File: config.mk
export PLATFORM = sky130hd
export DESIGN_NAME = polynomial_newton_root_finder_flat
export DESIGN_NICKNAME = d
export VERILOG_FILES = /design/src/sv/pnr_pkg.sv /design/src/sv/pnr_ifs.sv /design/src/sv/pnr_mul.sv /design/src/sv/pnr_div.sv /design/src/sv/pnr_dp.sv /design/src/sv/pnr_ctrl.sv /design/src/sv/polynomial_newton_root_finder.sv /design/src/flat_wrapper.sv
export SDC_FILE = /design/constraint.sdc
export NUM_CORES = 2
export LEC_CHECK = 0
export ABC_AREA = 1
export BUFFER_PORTS_ARGS = -buffer_cell sky130_fd_sc_hd__clkbuf_2
export CAP_MARGIN = 20
export CORE_MARGIN = 2
export CORE_UTILIZATION = 50
export CTS_CLUSTER_SIZE = 14
export DETAILED_ROUTE_END_ITERATION = 16
export PLACE_DENSITY = 0.66
export SLEW_MARGIN = 5
export SYNTH_ARGS = -nofsm -noshare
export SYNTH_HDL_FRONTEND = slang
export SYNTH_SLANG_ARGS = --single-unit
File: constraint.sdc
create_clock -name i_clk -period 15.96 [get_ports i_clk]
set_clock_uncertainty 0.1 [all_clocks]
set_input_delay 1.596 -clock i_clk [delete_from_list [all_inputs] [get_ports i_clk]]
set_output_delay 1.596 -clock i_clk [all_outputs]
set_load 0.05 [all_outputs]
File: src/sv/pnr_pkg.sv
// Shared types, constants and helpers for the polynomial Newton root finder.
// Depends on nothing; every file but pnr_ifs imports it.
package pnr_pkg;

    // Signed Q31.16 working word, saturated to +/-(2^47-1).
    typedef logic signed [47:0] t_q;
    localparam t_q QLIM  = 48'sh7FFF_FFFF_FFFF;
    localparam t_q Q_ONE = 48'sh0000_0001_0000;

    // Four 16-bit coefficient registers, x^0 first.
    typedef logic [3:0][15:0] t_coefs;

    // Result status codes.
    localparam logic [1:0] STAT_CONV  = 2'd0;
    localparam logic [1:0] STAT_DZERO = 2'd1;
    localparam logic [1:0] STAT_LIMIT = 2'd2;

    // Register indexes on the config port.
    localparam logic [2:0] REG_COEF0 = 3'd0;
    localparam logic [2:0] REG_COEF1 = 3'd1;
    localparam logic [2:0] REG_COEF2 = 3'd2;
    localparam logic [2:0] REG_COEF3 = 3'd3;
    localparam logic [2:0] REG_TOL   = 3'd4;
    localparam logic [2:0] REG_MAXIT = 3'd5;

    // Multiply kinds: power update, f term, f' term.
    localparam logic [1:0] K_POW = 2'd0;
    localparam logic [1:0] K_FT  = 2'd1;
    localparam logic [1:0] K_GT  = 2'd2;

    typedef struct packed {
        logic       load;
        logic       mul_go;
        logic [1:0] kind;
        logic       clr_f;
        logic       clr_g;
        logic       div_go;
        logic       upd_x;
        logic       zero_x;
    } t_cmd;

    typedef struct packed {
        logic mul_done;
        logic div_done;
        logic g_zero;
        logic f_ok;
    } t_sts;

    function automatic logic [47:0] qmag(input t_q v);
        return v[47] ? 48'(-v) : 48'(v);
    endfunction

    function automatic t_q sat_add(input t_q a, input t_q b);
        logic signed [48:0] s;
        s = 49'(a) + 49'(b);
        if (s > 49'(QLIM)) return QLIM;
        if (s < -49'(QLIM)) return -QLIM;
        return s[47:0];
    endfunction

endpackage

File: src/sv/pnr_ifs.sv
// Valid/ready channel interfaces for the root finder: guess in, result out.
// Depends on nothing.
interface pnr_in_if;
    logic        valid;
    logic        ready;
    logic [31:0] start_x;
    modport source (output valid, output start_x, input ready);
    modport sink   (input valid, input start_x, output ready);
endinterface

interface pnr_out_if;
    logic        valid;
    logic        ready;
    logic [31:0] root;
    logic [7:0]  iterations;
    logic [1:0]  status;
    modport source (output valid, output root, output iterations, output status, input ready);
    modport sink   (input valid, input root, input iterations, input status, output ready);
endinterface

File: src/sv/pnr_mul.sv
// Sequential Q16 multiplier: magnitude product 8 bits a cycle, >>16, capped, signed.
// Depends on pnr_pkg.
module pnr_mul (
    input  logic          i_clk,
    input  logic          i_rst_n,
    input  logic          i_go,
    input  pnr_pkg::t_q   i_a,
    input  pnr_pkg::t_q   i_b,
    output logic          o_done,
    output pnr_pkg::t_q   o_res
);
    import pnr_pkg::*;

    localparam logic [2:0] LAST = 3'd5;   // six byte chunks of b

    logic         r_busy, r_done, r_neg;
    logic [2:0]   r_cnt;
    logic [47:0]  r_ua, r_ub;
    logic [95:0]  r_acc;
    logic [55:0]  w_part;
    logic [103:0] w_sum;
    logic [46:0]  w_mag;

    assign w_part = r_ua * r_ub[7:0];
    assign w_sum  = {8'b0, r_acc} + {w_part, 48'b0};
    assign w_mag  = (|r_acc[95:63]) ? QLIM[46:0] : r_acc[62:16];
    assign o_res  = r_neg ? -t_q'({1'b0, w_mag}) : t_q'({1'b0, w_mag});
    assign o_done = r_done;

    always_ff @(posedge i_clk) begin
        if (!i_rst_n) begin
            r_busy <= 1'b0;
            r_done <= 1'b0;
        end else begin
            r_done <= 1'b0;
            if (i_go) begin
                r_busy <= 1'b1;
                r_cnt  <= '0;
                r_acc  <= '0;
                r_ua   <= qmag(i_a);
                r_ub   <= qmag(i_b);
                r_neg  <= i_a[47] ^ i_b[47];
            end else if (r_busy) begin
                r_acc <= w_sum[103:8];
                r_ub  <= r_ub >> 8;
                r_cnt <= r_cnt + 3'd1;
                if (r_cnt == LAST) begin
                    r_busy <= 1'b0;
                    r_done <= 1'b1;
                end
            end
        end
    end
endmodule

File: src/sv/pnr_div.sv
// Restoring divider for the Newton step: (|f| << 16) / |g|, one bit a cycle.
// Depends on pnr_pkg.
module pnr_div (
    input  logic          i_clk,
    input  logic          i_rst_n,
    input  logic          i_go,
    input  pnr_pkg::t_q   i_f,
    input  pnr_pkg::t_q   i_g,
    output logic          o_done,
    output pnr_pkg::t_q   o_delta
);
    import pnr_pkg::*;

    localparam logic [5:0] LAST = 6'd62;   // 63 quotient bits

    logic         r_busy, r_done, r_neg;
    logic [5:0]   r_cnt;
    logic [47:0]  r_rem, r_den;
    logic [62:0]  r_num, r_quo;
    logic [47:0]  w_trial;
    logic         w_ge;
    logic [46:0]  w_mag;
    logic [47:0]  w_fm;

    assign w_fm    = qmag(i_f);
    assign w_trial = {r_rem[46:0], r_num[62]};
    assign w_ge    = w_trial >= r_den;
    assign w_mag   = (|r_quo[62:47]) ? QLIM[46:0] : r_quo[46:0];
    assign o_delta = r_neg ? -t_q'({1'b0, w_mag}) : t_q'({1'b0, w_mag});
    assign o_done  = r_done;

    always_ff @(posedge i_clk) begin
        if (!i_rst_n) begin
            r_busy <= 1'b0;
            r_done <= 1'b0;
        end else begin
            r_done <= 1'b0;
            if (i_go) begin
                r_busy <= 1'b1;
                r_cnt  <= '0;
                r_rem  <= '0;
                r_quo  <= '0;
                r_num  <= {w_fm[46:0], 16'b0};
                r_den  <= qmag(i_g);
                r_neg  <= i_f[47] ^ i_g[47];
            end else if (r_busy) begin
                r_rem <= w_ge ? (w_trial - r_den) : w_trial;
                r_quo <= {r_quo[61:0], w_ge};
                r_num <= r_num << 1;
                r_cnt <= r_cnt + 6'd1;
                if (r_cnt == LAST) begin
                    r_busy <= 1'b0;
                    r_done <= 1'b1;
                end
            end
        end
    end
endmodule

File: src/sv/pnr_dp.sv
// Datapath: iterate x, powers of x, f and f' accumulators, multiplier and divider.
// Depends on pnr_pkg, pnr_mul, pnr_div.
module pnr_dp #(
    parameter int DEGREE = 3,
    parameter int IW     = $clog2(DEGREE + 2)
) (
    input  logic             i_clk,
    input  logic             i_rst_n,
    input  pnr_pkg::t_cmd    i_cmd,
    input  logic [IW-1:0]    i_idx,
    input  logic [31:0]      i_guess,
    input  pnr_pkg::t_coefs  i_coefs,
    input  logic [15:0]      i_tol,
    output pnr_pkg::t_sts    o_sts,
    output logic [31:0]      o_x
);
    import pnr_pkg::*;

    localparam int PW = (DEGREE < 2) ? 1 : $clog2(DEGREE + 1);

    logic signed [31:0] r_x;
    t_q                 r_p [0:DEGREE];
    t_q                 r_f, r_g;

    logic [PW-1:0]      w_ridx;
    logic [IW-1:0]      w_idxm1;
    logic signed [15:0] w_c;
    logic signed [18:0] w_ic;
    t_q                 w_a, w_b, w_xq, w_mres, w_delta;
    logic               w_mdone, w_ddone;
    logic signed [48:0] w_diff;
    logic signed [31:0] w_newx;

    assign w_idxm1 = i_idx - IW'(1);
    assign w_ridx  = (i_cmd.kind == K_FT) ? i_idx[PW-1:0] : w_idxm1[PW-1:0];
    assign w_c     = $signed(i_coefs[i_idx[1:0]]);
    assign w_ic    = $signed({1'b0, i_idx[1:0]}) * w_c;
    assign w_xq    = {{16{r_x[31]}}, r_x};

    always_comb begin
        case (i_cmd.kind)
            K_POW: begin
                w_a = r_p[w_ridx];
                w_b = w_xq;
            end
            K_FT: begin
                w_a = {{16{w_c[15]}}, w_c, 16'b0};
                w_b = r_p[w_ridx];
            end
            default: begin
                w_a = {{13{w_ic[18]}}, w_ic, 16'b0};
                w_b = r_p[w_ridx];
            end
        endcase
    end

    pnr_mul u_mul (
        .i_clk   (i_clk),
        .i_rst_n (i_rst_n),
        .i_go    (i_cmd.mul_go),
        .i_a     (w_a),
        .i_b     (w_b),
        .o_done  (w_mdone),
        .o_res   (w_mres)
    );

    pnr_div u_div (
        .i_clk   (i_clk),
        .i_rst_n (i_rst_n),
        .i_go    (i_cmd.div_go),
        .i_f     (r_f),
        .i_g     (r_g),
        .o_done  (w_ddone),
        .o_delta (w_delta)
    );

    // x - step, clamped to the 32-bit Q16.16 range
    assign w_diff = 49'(r_x) - 49'(w_delta);
    always_comb begin
        if (w_diff > 49'sd2147483647)
            w_newx = 32'sh7FFF_FFFF;
        else if (w_diff < -49'sd2147483648)
            w_newx = 32'sh8000_0000;
        else
            w_newx = w_diff[31:0];
    end

    always_ff @(posedge i_clk) begin
        if (i_cmd.load) begin
            r_x    <= i_guess;
            r_p[0] <= Q_ONE;
            r_p[1] <= {{16{i_guess[31]}}, i_guess};
        end
        if (i_cmd.upd_x) begin
            r_x    <= w_newx;
            r_p[1] <= {{16{w_newx[31]}}, w_newx};
        end
        if (i_cmd.zero_x)
            r_x <= '0;
        if (i_cmd.clr_f)
            r_f <= '0;
        if (i_cmd.clr_g)
            r_g <= '0;
        if (w_mdone) begin
            case (i_cmd.kind)
                K_POW:   r_p[i_idx[PW-1:0]] <= w_mres;
                K_FT:    r_f <= sat_add(r_f, w_mres);
                default: r_g <= sat_add(r_g, w_mres);
            endcase
        end
    end

    assign o_sts.mul_done = w_mdone;
    assign o_sts.div_done = w_ddone;
    assign o_sts.g_zero   = (r_g == '0);
    assign o_sts.f_ok     = qmag(r_f) <= {32'b0, i_tol};
    assign o_x            = r_x;
endmodule

File: src/sv/pnr_ctrl.sv
// Controller FSM: sequences power, f, f' and divide steps of each Newton iteration.
// Depends on pnr_pkg.
module pnr_ctrl #(
    parameter int DEGREE = 3,
    parameter int IW     = $clog2(DEGREE + 2)
) (
    input  logic           i_clk,
    input  logic           i_rst_n,
    input  logic           i_in_valid,
    output logic           o_in_ready,
    input  pnr_pkg::t_sts  i_sts,
    input  logic [7:0]     i_max_iter,
    output pnr_pkg::t_cmd  o_cmd,
    output logic [IW-1:0]  o_idx,
    input  logic           i_out_free,
    output logic           o_res_valid,
    output logic [7:0]     o_steps,
    output logic [1:0]     o_status
);
    import pnr_pkg::*;

    localparam logic [2:0] S_IDLE = 3'd0;
    localparam logic [2:0] S_POW  = 3'd1;
    localparam logic [2:0] S_FT   = 3'd2;
    localparam logic [2:0] S_CHKF = 3'd3;
    localparam logic [2:0] S_GT   = 3'd4;
    localparam logic [2:0] S_CHKG = 3'd5;
    localparam logic [2:0] S_DIV  = 3'd6;
    localparam logic [2:0] S_OUT  = 3'd7;

    localparam logic [IW-1:0] IDX_MAX = IW'(DEGREE);

    logic [2:0]    r_state, n_state;
    logic [IW-1:0] r_idx, n_idx;
    logic          r_wait, n_wait;
    logic          r_first, n_first;
    logic [7:0]    r_steps, n_steps;
    logic [1:0]    r_status, n_status;

    always_comb begin
        n_state  = r_state;
        n_idx    = r_idx;
        n_wait   = r_wait;
        n_first  = r_first;
        n_steps  = r_steps;
        n_status = r_status;
        o_cmd    = '0;
        case (r_state)
            S_IDLE: begin
                if (i_in_valid) begin
                    o_cmd.load = 1'b1;
                    n_idx      = IW'(2);
                    n_wait     = 1'b0;
                    n_first    = 1'b1;
                    n_steps    = '0;
                    n_state    = S_POW;
                end
            end
            S_POW, S_FT, S_GT: begin
                o_cmd.kind = (r_state == S_POW) ? K_POW : (r_state == S_FT) ? K_FT : K_GT;
                if (r_idx > IDX_MAX) begin
                    if (r_state == S_POW) begin
                        o_cmd.clr_f = 1'b1;
                        n_idx       = '0;
                        n_state     = S_FT;
                    end else if (r_state == S_FT) begin
                        n_state = S_CHKF;
                    end else begin
                        n_state = S_CHKG;
                    end
                end else if (!r_wait) begin
                    o_cmd.mul_go = 1'b1;
                    n_wait       = 1'b1;
                end else if (i_sts.mul_done) begin
                    n_idx  = r_idx + IW'(1);
                    n_wait = 1'b0;
                end
            end
            S_CHKF: begin
                if (!r_first && i_sts.f_ok) begin
                    n_status = STAT_CONV;
                    n_state  = S_OUT;
                end else if (!r_first && r_steps >= i_max_iter) begin
                    n_status = STAT_LIMIT;
                    n_state  = S_OUT;
                end else begin
                    o_cmd.clr_g = 1'b1;
                    n_first     = 1'b0;
                    n_idx       = IW'(1);
                    n_steps     = r_steps + 8'd1;
                    n_state     = S_GT;
                end
            end
            S_CHKG: begin
                if (i_sts.g_zero) begin
                    o_cmd.zero_x = 1'b1;
                    n_status     = STAT_DZERO;
                    n_state      = S_OUT;
                end else begin
                    o_cmd.div_go = 1'b1;
                    n_state      = S_DIV;
                end
            end
            S_DIV: begin
                if (i_sts.div_done) begin
                    o_cmd.upd_x = 1'b1;
                    n_idx       = IW'(2);
                    n_state     = S_POW;
                end
            end
            S_OUT: begin
                if (i_out_free)
                    n_state = S_IDLE;
            end
            default: n_state = S_IDLE;
        endcase
    end

    always_ff @(posedge i_clk) begin
        if (!i_rst_n) begin
            r_state <= S_IDLE;
            r_wait  <= 1'b0;
            r_first <= 1'b0;
        end else begin
            r_state <= n_state;
            r_wait  <= n_wait;
            r_first <= n_first;
        end
        r_idx    <= n_idx;
        r_steps  <= n_steps;
        r_status <= n_status;
    end

    assign o_in_ready  = (r_state == S_IDLE);
    assign o_idx       = r_idx;
    assign o_res_valid = (r_state == S_OUT);
    assign o_steps     = r_steps;
    assign o_status    = r_status;
endmodule

File: src/sv/polynomial_newton_root_finder.sv
// Top level of the Newton-Raphson polynomial root finder: config registers,
// controller, datapath and result register. Depends on pnr_pkg, pnr_ifs, pnr_ctrl, pnr_dp.
//
//  channel   dir  handshake          payload
//  i_item    in   valid/ready        start_x  s32 Q16.16
//  o_result  out  valid/ready        root s32 Q16.16, iterations u8, status u2
//  config    in   i_cfg_we (no wait) i_cfg_idx 3b, i_cfg_data 16b
//
// One item at a time. A multiply runs issue, six byte steps, done; the divide runs
// issue, 63 quotient bits, done. Accepting a guess loads x and forms the powers of x
// and f at it; each Newton step forms f', divides, updates x and forms the powers and f
// again, up to max_iterations steps (at least one), and then the result is parked.
// Reset is synchronous, active low; it clears control and loads register defaults.
// A waiting result sits in the output register; a new transaction is accepted
// meanwhile, and the controller stalls only if the next result finds it still full.
module polynomial_newton_root_finder #(
    parameter int DEGREE = 3
) (
    input  logic             i_clk,
    input  logic             i_rst_n,
    pnr_in_if.sink           i_item,
    pnr_out_if.source        o_result,
    input  logic             i_cfg_we,
    input  logic [2:0]       i_cfg_idx,
    input  logic [15:0]      i_cfg_data
);
    import pnr_pkg::*;

    localparam int IW = $clog2(DEGREE + 2);

    t_coefs        r_coefs;
    logic [15:0]   r_tol;
    logic [7:0]    r_max;

    t_cmd          w_cmd;
    t_sts          w_sts;
    logic [IW-1:0] w_idx;
    logic [31:0]   w_x;
    logic          w_res_valid, w_out_free;
    logic [7:0]    w_steps;
    logic [1:0]    w_status;

    logic          r_out_valid;
    logic [31:0]   r_root;
    logic [7:0]    r_iter;
    logic [1:0]    r_stat;

    // Config register file; unknown indexes are dropped.
    always_ff @(posedge i_clk) begin
        if (!i_rst_n) begin
            r_coefs <= '0;
            r_tol   <= 16'd7;
            r_max   <= 8'd32;
        end else if (i_cfg_we) begin
            case (i_cfg_idx)
                REG_COEF0: r_coefs[0] <= i_cfg_data;
                REG_COEF1: r_coefs[1] <= i_cfg_data;
                REG_COEF2: r_coefs[2] <= i_cfg_data;
                REG_COEF3: r_coefs[3] <= i_cfg_data;
                REG_TOL:   r_tol      <= i_cfg_data;
                REG_MAXIT: r_max      <= i_cfg_data[7:0];
                default: ;
            endcase
        end
    end

    pnr_ctrl #(.DEGREE(DEGREE), .IW(IW)) u_ctrl (
        .i_clk       (i_clk),
        .i_rst_n     (i_rst_n),
        .i_in_valid  (i_item.valid),
        .o_in_ready  (i_item.ready),
        .i_sts       (w_sts),
        .i_max_iter  (r_max),
        .o_cmd       (w_cmd),
        .o_idx       (w_idx),
        .i_out_free  (w_out_free),
        .o_res_valid (w_res_valid),
        .o_steps     (w_steps),
        .o_status    (w_status)
    );

    pnr_dp #(.DEGREE(DEGREE), .IW(IW)) u_dp (
        .i_clk   (i_clk),
        .i_rst_n (i_rst_n),
        .i_cmd   (w_cmd),
        .i_idx   (w_idx),
        .i_guess (i_item.start_x),
        .i_coefs (r_coefs),
        .i_tol   (r_tol),
        .o_sts   (w_sts),
        .o_x     (w_x)
    );

    // Output register: frees the controller as soon as a result is parked.
    assign w_out_free = !r_out_valid || o_result.ready;

    always_ff @(posedge i_clk) begin
        if (!i_rst_n) begin
            r_out_valid <= 1'b0;
        end else if (w_res_valid && w_out_free) begin
            r_out_valid <= 1'b1;
        end else if (o_result.ready) begin
            r_out_valid <= 1'b0;
        end
        if (w_res_valid && w_out_free) begin
            r_root <= w_x;
            r_iter <= w_steps;
            r_stat <= w_status;
        end
    end

    assign o_result.valid      = r_out_valid;
    assign o_result.root       = r_root;
    assign o_result.iterations = r_iter;
    assign o_result.status     = r_stat;
endmodule

File: src/flat_wrapper.sv
// flat-port wrapper written by rule: the top's interface ports become plain ports
module polynomial_newton_root_finder_flat import pnr_pkg::*;
#(
    parameter int DEGREE = 3
)
  (i_clk, i_rst_n, i_cfg_we, i_cfg_idx, i_cfg_data, i_item_valid, i_item_start_x, i_item_ready, o_result_valid, o_result_root, o_result_iterations, o_result_status, o_result_ready);
  pnr_in_if i_item_i ();
  pnr_out_if o_result_i ();
  input  logic i_clk;
  input  logic i_rst_n;
  input  logic i_cfg_we;
  input  logic [2:0] i_cfg_idx;
  input  logic [15:0] i_cfg_data;
  input wire logic [$bits(i_item_i.valid)-1:0] i_item_valid;
  input wire logic [$bits(i_item_i.start_x)-1:0] i_item_start_x;
  output wire logic [$bits(i_item_i.ready)-1:0] i_item_ready;
  output wire logic [$bits(o_result_i.valid)-1:0] o_result_valid;
  output wire logic [$bits(o_result_i.root)-1:0] o_result_root;
  output wire logic [$bits(o_result_i.iterations)-1:0] o_result_iterations;
  output wire logic [$bits(o_result_i.status)-1:0] o_result_status;
  input wire logic [$bits(o_result_i.ready)-1:0] o_result_ready;
  assign i_item_i.valid = i_item_valid;
  assign i_item_i.start_x = i_item_start_x;
  assign i_item_ready = i_item_i.ready;
  assign o_result_valid = o_result_i.valid;
  assign o_result_root = o_result_i.root;
  assign o_result_iterations = o_result_i.iterations;
  assign o_result_status = o_result_i.status;
  assign o_result_i.ready = o_result_ready;
  polynomial_newton_root_finder #(.DEGREE(DEGREE)) u_core (.i_clk(i_clk), .i_rst_n(i_rst_n), .i_item(i_item_i), .o_result(o_result_i), .i_cfg_we(i_cfg_we), .i_cfg_idx(i_cfg_idx), .i_cfg_data(i_cfg_data));
endmodule
==> results.toml <==
[setup_path]
worstSetupPathType = "register to register"
cp_data_required_time_ns = 16.32
start_kind = "register"
crit_path_top_delay_cell = "fa_1"
worst_setup_path_end_kind = "register"
slowest_delay_ns = 0.55
worstPathMaxFanout = 48
arrival_ns = 8.38

[sta]
hold_violations = 0
tns_ns = 0
slew_violations = 0
setup_viol = 0
rsz0062_at_grt = "false"
relSlewSlack_pct = 18.19
fin_crit_sh_pct = 50.29
min_period_ns = 8.026
tightest_slew_ns = 1.227
fmax_mhz = 124.6

[clock_network]
cts_tree = "yes"
ctsResizeCount = 0
holdBufCountCts = 0
clk_pin_slew_ns = 0.06
cts_buffer_depth = 3
clock_sinks = 865
insertion_delay_ns = 0.78
postCtsSetupBuffers = 0
h-tree-depth = 3
cts_buffers = 102
root_buffer = "clkbuf_16"

[layout]
final_common_cell = "nand2_1"
area_growth_pct = 7.325
nets = 11980
drive_gt1_share_pct = 4.263
filler_cell_count = 15440
mostFrequentLayoutCells = "3247 x nand2_1, 1883 x inv_1, 1380 x nor2_1"

[route]
drc = 0
vias = 73870
vias_per_cell = 5.522
ant_nets = 0
wl_per_cell_um = 21.48
routed_wl_mm = 287.3
first_pass_iters = 6
drtIter0Drc = 7216

[floorplanning]
initial_core_util_pct = 50.33
boundaryPins = 100
die_y_um = 397.8
rows = 144
dieArea_sq_um = 158200
die_x_um = 397.8
core-area_sq_um = 154000

[global_routing]
grt-ovfl-total = 0
grt_usage_pct = 35.83
antenna_found_initial = 13
grt_max_degree = 165
grt_pass1_vias = 70350
grt_pass1_wl_mm = 431.7

[place]
dp_hpwl_mm = 230.3
gp_congestion = 0.9858
portBuffers = 99

[logic_synthesis]
syn-num-nets = 12040
ys_types = 68
ys_ff_latch = 865
ys.warnings.count = 0
seq_area_frac_synth_pct = 30.58
synth_cells = 11310
syn-cell-area_sq_um = 77530
ys_async_sr_fraction_pct = 0
synth_edf_count = 639
syn_area_per_cell_sq_um = 6.853
synthFlopType = "edfxtp_1"

[min_path]
hold_path_class = "register to register"

[job]
drv_cap = 0

[run_status]
outcome = "finished clean"
## path summary, 6_finish.rpt
path | to | slack (ns) | from | depth (start not counted)
worst min-delay path | u_core.o_result.status[0] | 0.36 | u_core.u_ctrl.o_status[0] | 0
worst min register to register | u_core.o_result.status[0] | 0.36 | u_core.u_ctrl.o_status[0] | 0
worst max-delay path | u_core.u_dp.u_mul.r_acc[91] | 7.93 | u_core.u_dp.u_mul.r_ub[7] | 30
worst max register to register | u_core.u_dp.u_mul.r_acc[91] | 7.93 | u_core.u_dp.u_mul.r_ub[7] | 30
## layer usage
metal | GRT usage [%] | up-vias | part of all wire (%)
met5 | 0 | - | 0.032
met4 | 15.37 | 14 | 4.8
met3 | 5.654 | 541 | 7.9
met2 | 57.03 | 2644 | 45
met1 | 48.28 | 34940 | 42
li1 | - | 35730 | -
## layout make-up
type / count / area, sq um / share of cell area (%)
Sequential cell: 865 / 23710 / 28.50
Antenna cell: 3 / 7.507 / 0.009022
Timing Repair Buffer: 170 / 1054 / 1.266
Clock buffer: 135 / 2769 / 3.328
Multi-Input combinational cell: 8203 / 45240 / 54.37
Clock inverter: 53 / 716.9 / 0.8616
Tap cell: 2044 / 2557 / 3.073
Inverter: 1904 / 7152 / 8.595
## through the flow
stage / util [%] / instances / hold WS [ns] / instance area (sq um) / setup WS (ns)
after floorplan: - / 11310 / 0.3003 / 77530 / 1.360
after global placement: 51.74 / 13190 / 0.3498 / 79710 / 8.131
after detailed placement: 51.74 / 13190 / 0.3455 / 79710 / 8.034
after CTS: 54.01 / 13370 / 0.3671 / 83200 / 8.016
after global routing: 54.01 / 13370 / 0.3621 / 83200 / 7.289
final: 54.02 / 13380 / 0.3603 / 83210 / 7.934
## logic make-up (layout without fill, tap and decap cells)
| logic type | count (synthesis) | count (layout) | synth area share (%) |
|---|---|---|---|
| simple gates | 5587 | 5587 | 29.28 |
| buf+inv | 2246 | 2262 | 11.28 |
| compound gates | 1553 | 1553 | 10.86 |
| flops | 865 | 865 | 30.58 |
| fa+ha+maj | 673 | 673 | 13.59 |
| xor+xnor | 390 | 390 | 4.406 |
| other cells | 0 | 3 | 0 |
## sequential cells by signal, indices dropped and copies added (netlist names), 8 cells and up
| signal | flops |
|---|---|
| u_core.o_result.iterations | 8 |
| u_core.o_result.root | 32 |
| u_core.r_coefs | 64 |
| u_core.r_max | 8 |
| u_core.r_tol | 16 |
| u_core.u_ctrl.o_steps | 8 |
| u_core.u_dp.o_x | 32 |
| u_core.u_dp.r_f | 48 |
| u_core.u_dp.r_g | 48 |
| u_core.u_dp.r_p | 192 |
| u_core.u_dp.u_div.r_den | 48 |
| u_core.u_dp.u_div.r_num | 47 |
| u_core.u_dp.u_div.r_quo | 63 |
| u_core.u_dp.u_div.r_rem | 47 |
| u_core.u_dp.u_mul.r_acc | 80 |
| u_core.u_dp.u_mul.r_ua | 48 |
| u_core.u_dp.u_mul.r_ub | 48 |
## worst max-delay path: cells and delay by family, from the launching register on
family                     cells  cell delay (ns)
and+or+nand+nor                7             0.71
adders and majority gates      6             2.82
buffers and inverters          4             0.64
DFF                            1             0.32
xor gates and xnor gates       1             0.26
AOI/OAI and AO/OA             12             2.87
## Yosys cell counts, types with 5 or more instances
cell	number	area, sq um
nand2_1	3251	12200
inv_1	1884	7072
nor2_1	1390	5218
a21oi_1	716	3583
edfxtp_1	639	19190
nand3_1	508	2542
o21ai_0	508	2542
ha_1	391	4892
fa_1	282	5645
xor2_1	266	2330
dfxtp_1	226	4524
clkbuf_1	175	656.9
nand4_1	146	913.4
xnor2_1	124	1086
nor3_1	117	585.6
a31oi_1	72	450.4
buf_2	64	320.3
o21ai_1	64	320.3
or2_2	59	369.1
clkbuf_2	41	205.2
o21bai_1	39	292.8
a21o_1	34	255.2
buf_4	33	247.7
nand3b_1	32	240.2
o211ai_1	28	210.2
o21a_1	27	202.7
nor4_1	25	156.4
buf_1	22	82.58
inv_2	13	48.80
and3_1	11	68.82
a21boi_0	9	67.56
nand2_2	8	50.05
o22ai_1	8	50.05
buf_6	7	78.83
nand3_2	7	70.07
nor2_2	7	43.79
o21ai_2	7	61.31
a211oi_1	6	45.04
nor3_2	6	60.06
and2_1	5	31.28
clkinv_1	5	18.77
Power is left out: the tool's default activity adds up to more than one toggle a clock period on the data nets, which glitch-free logic cannot reach.
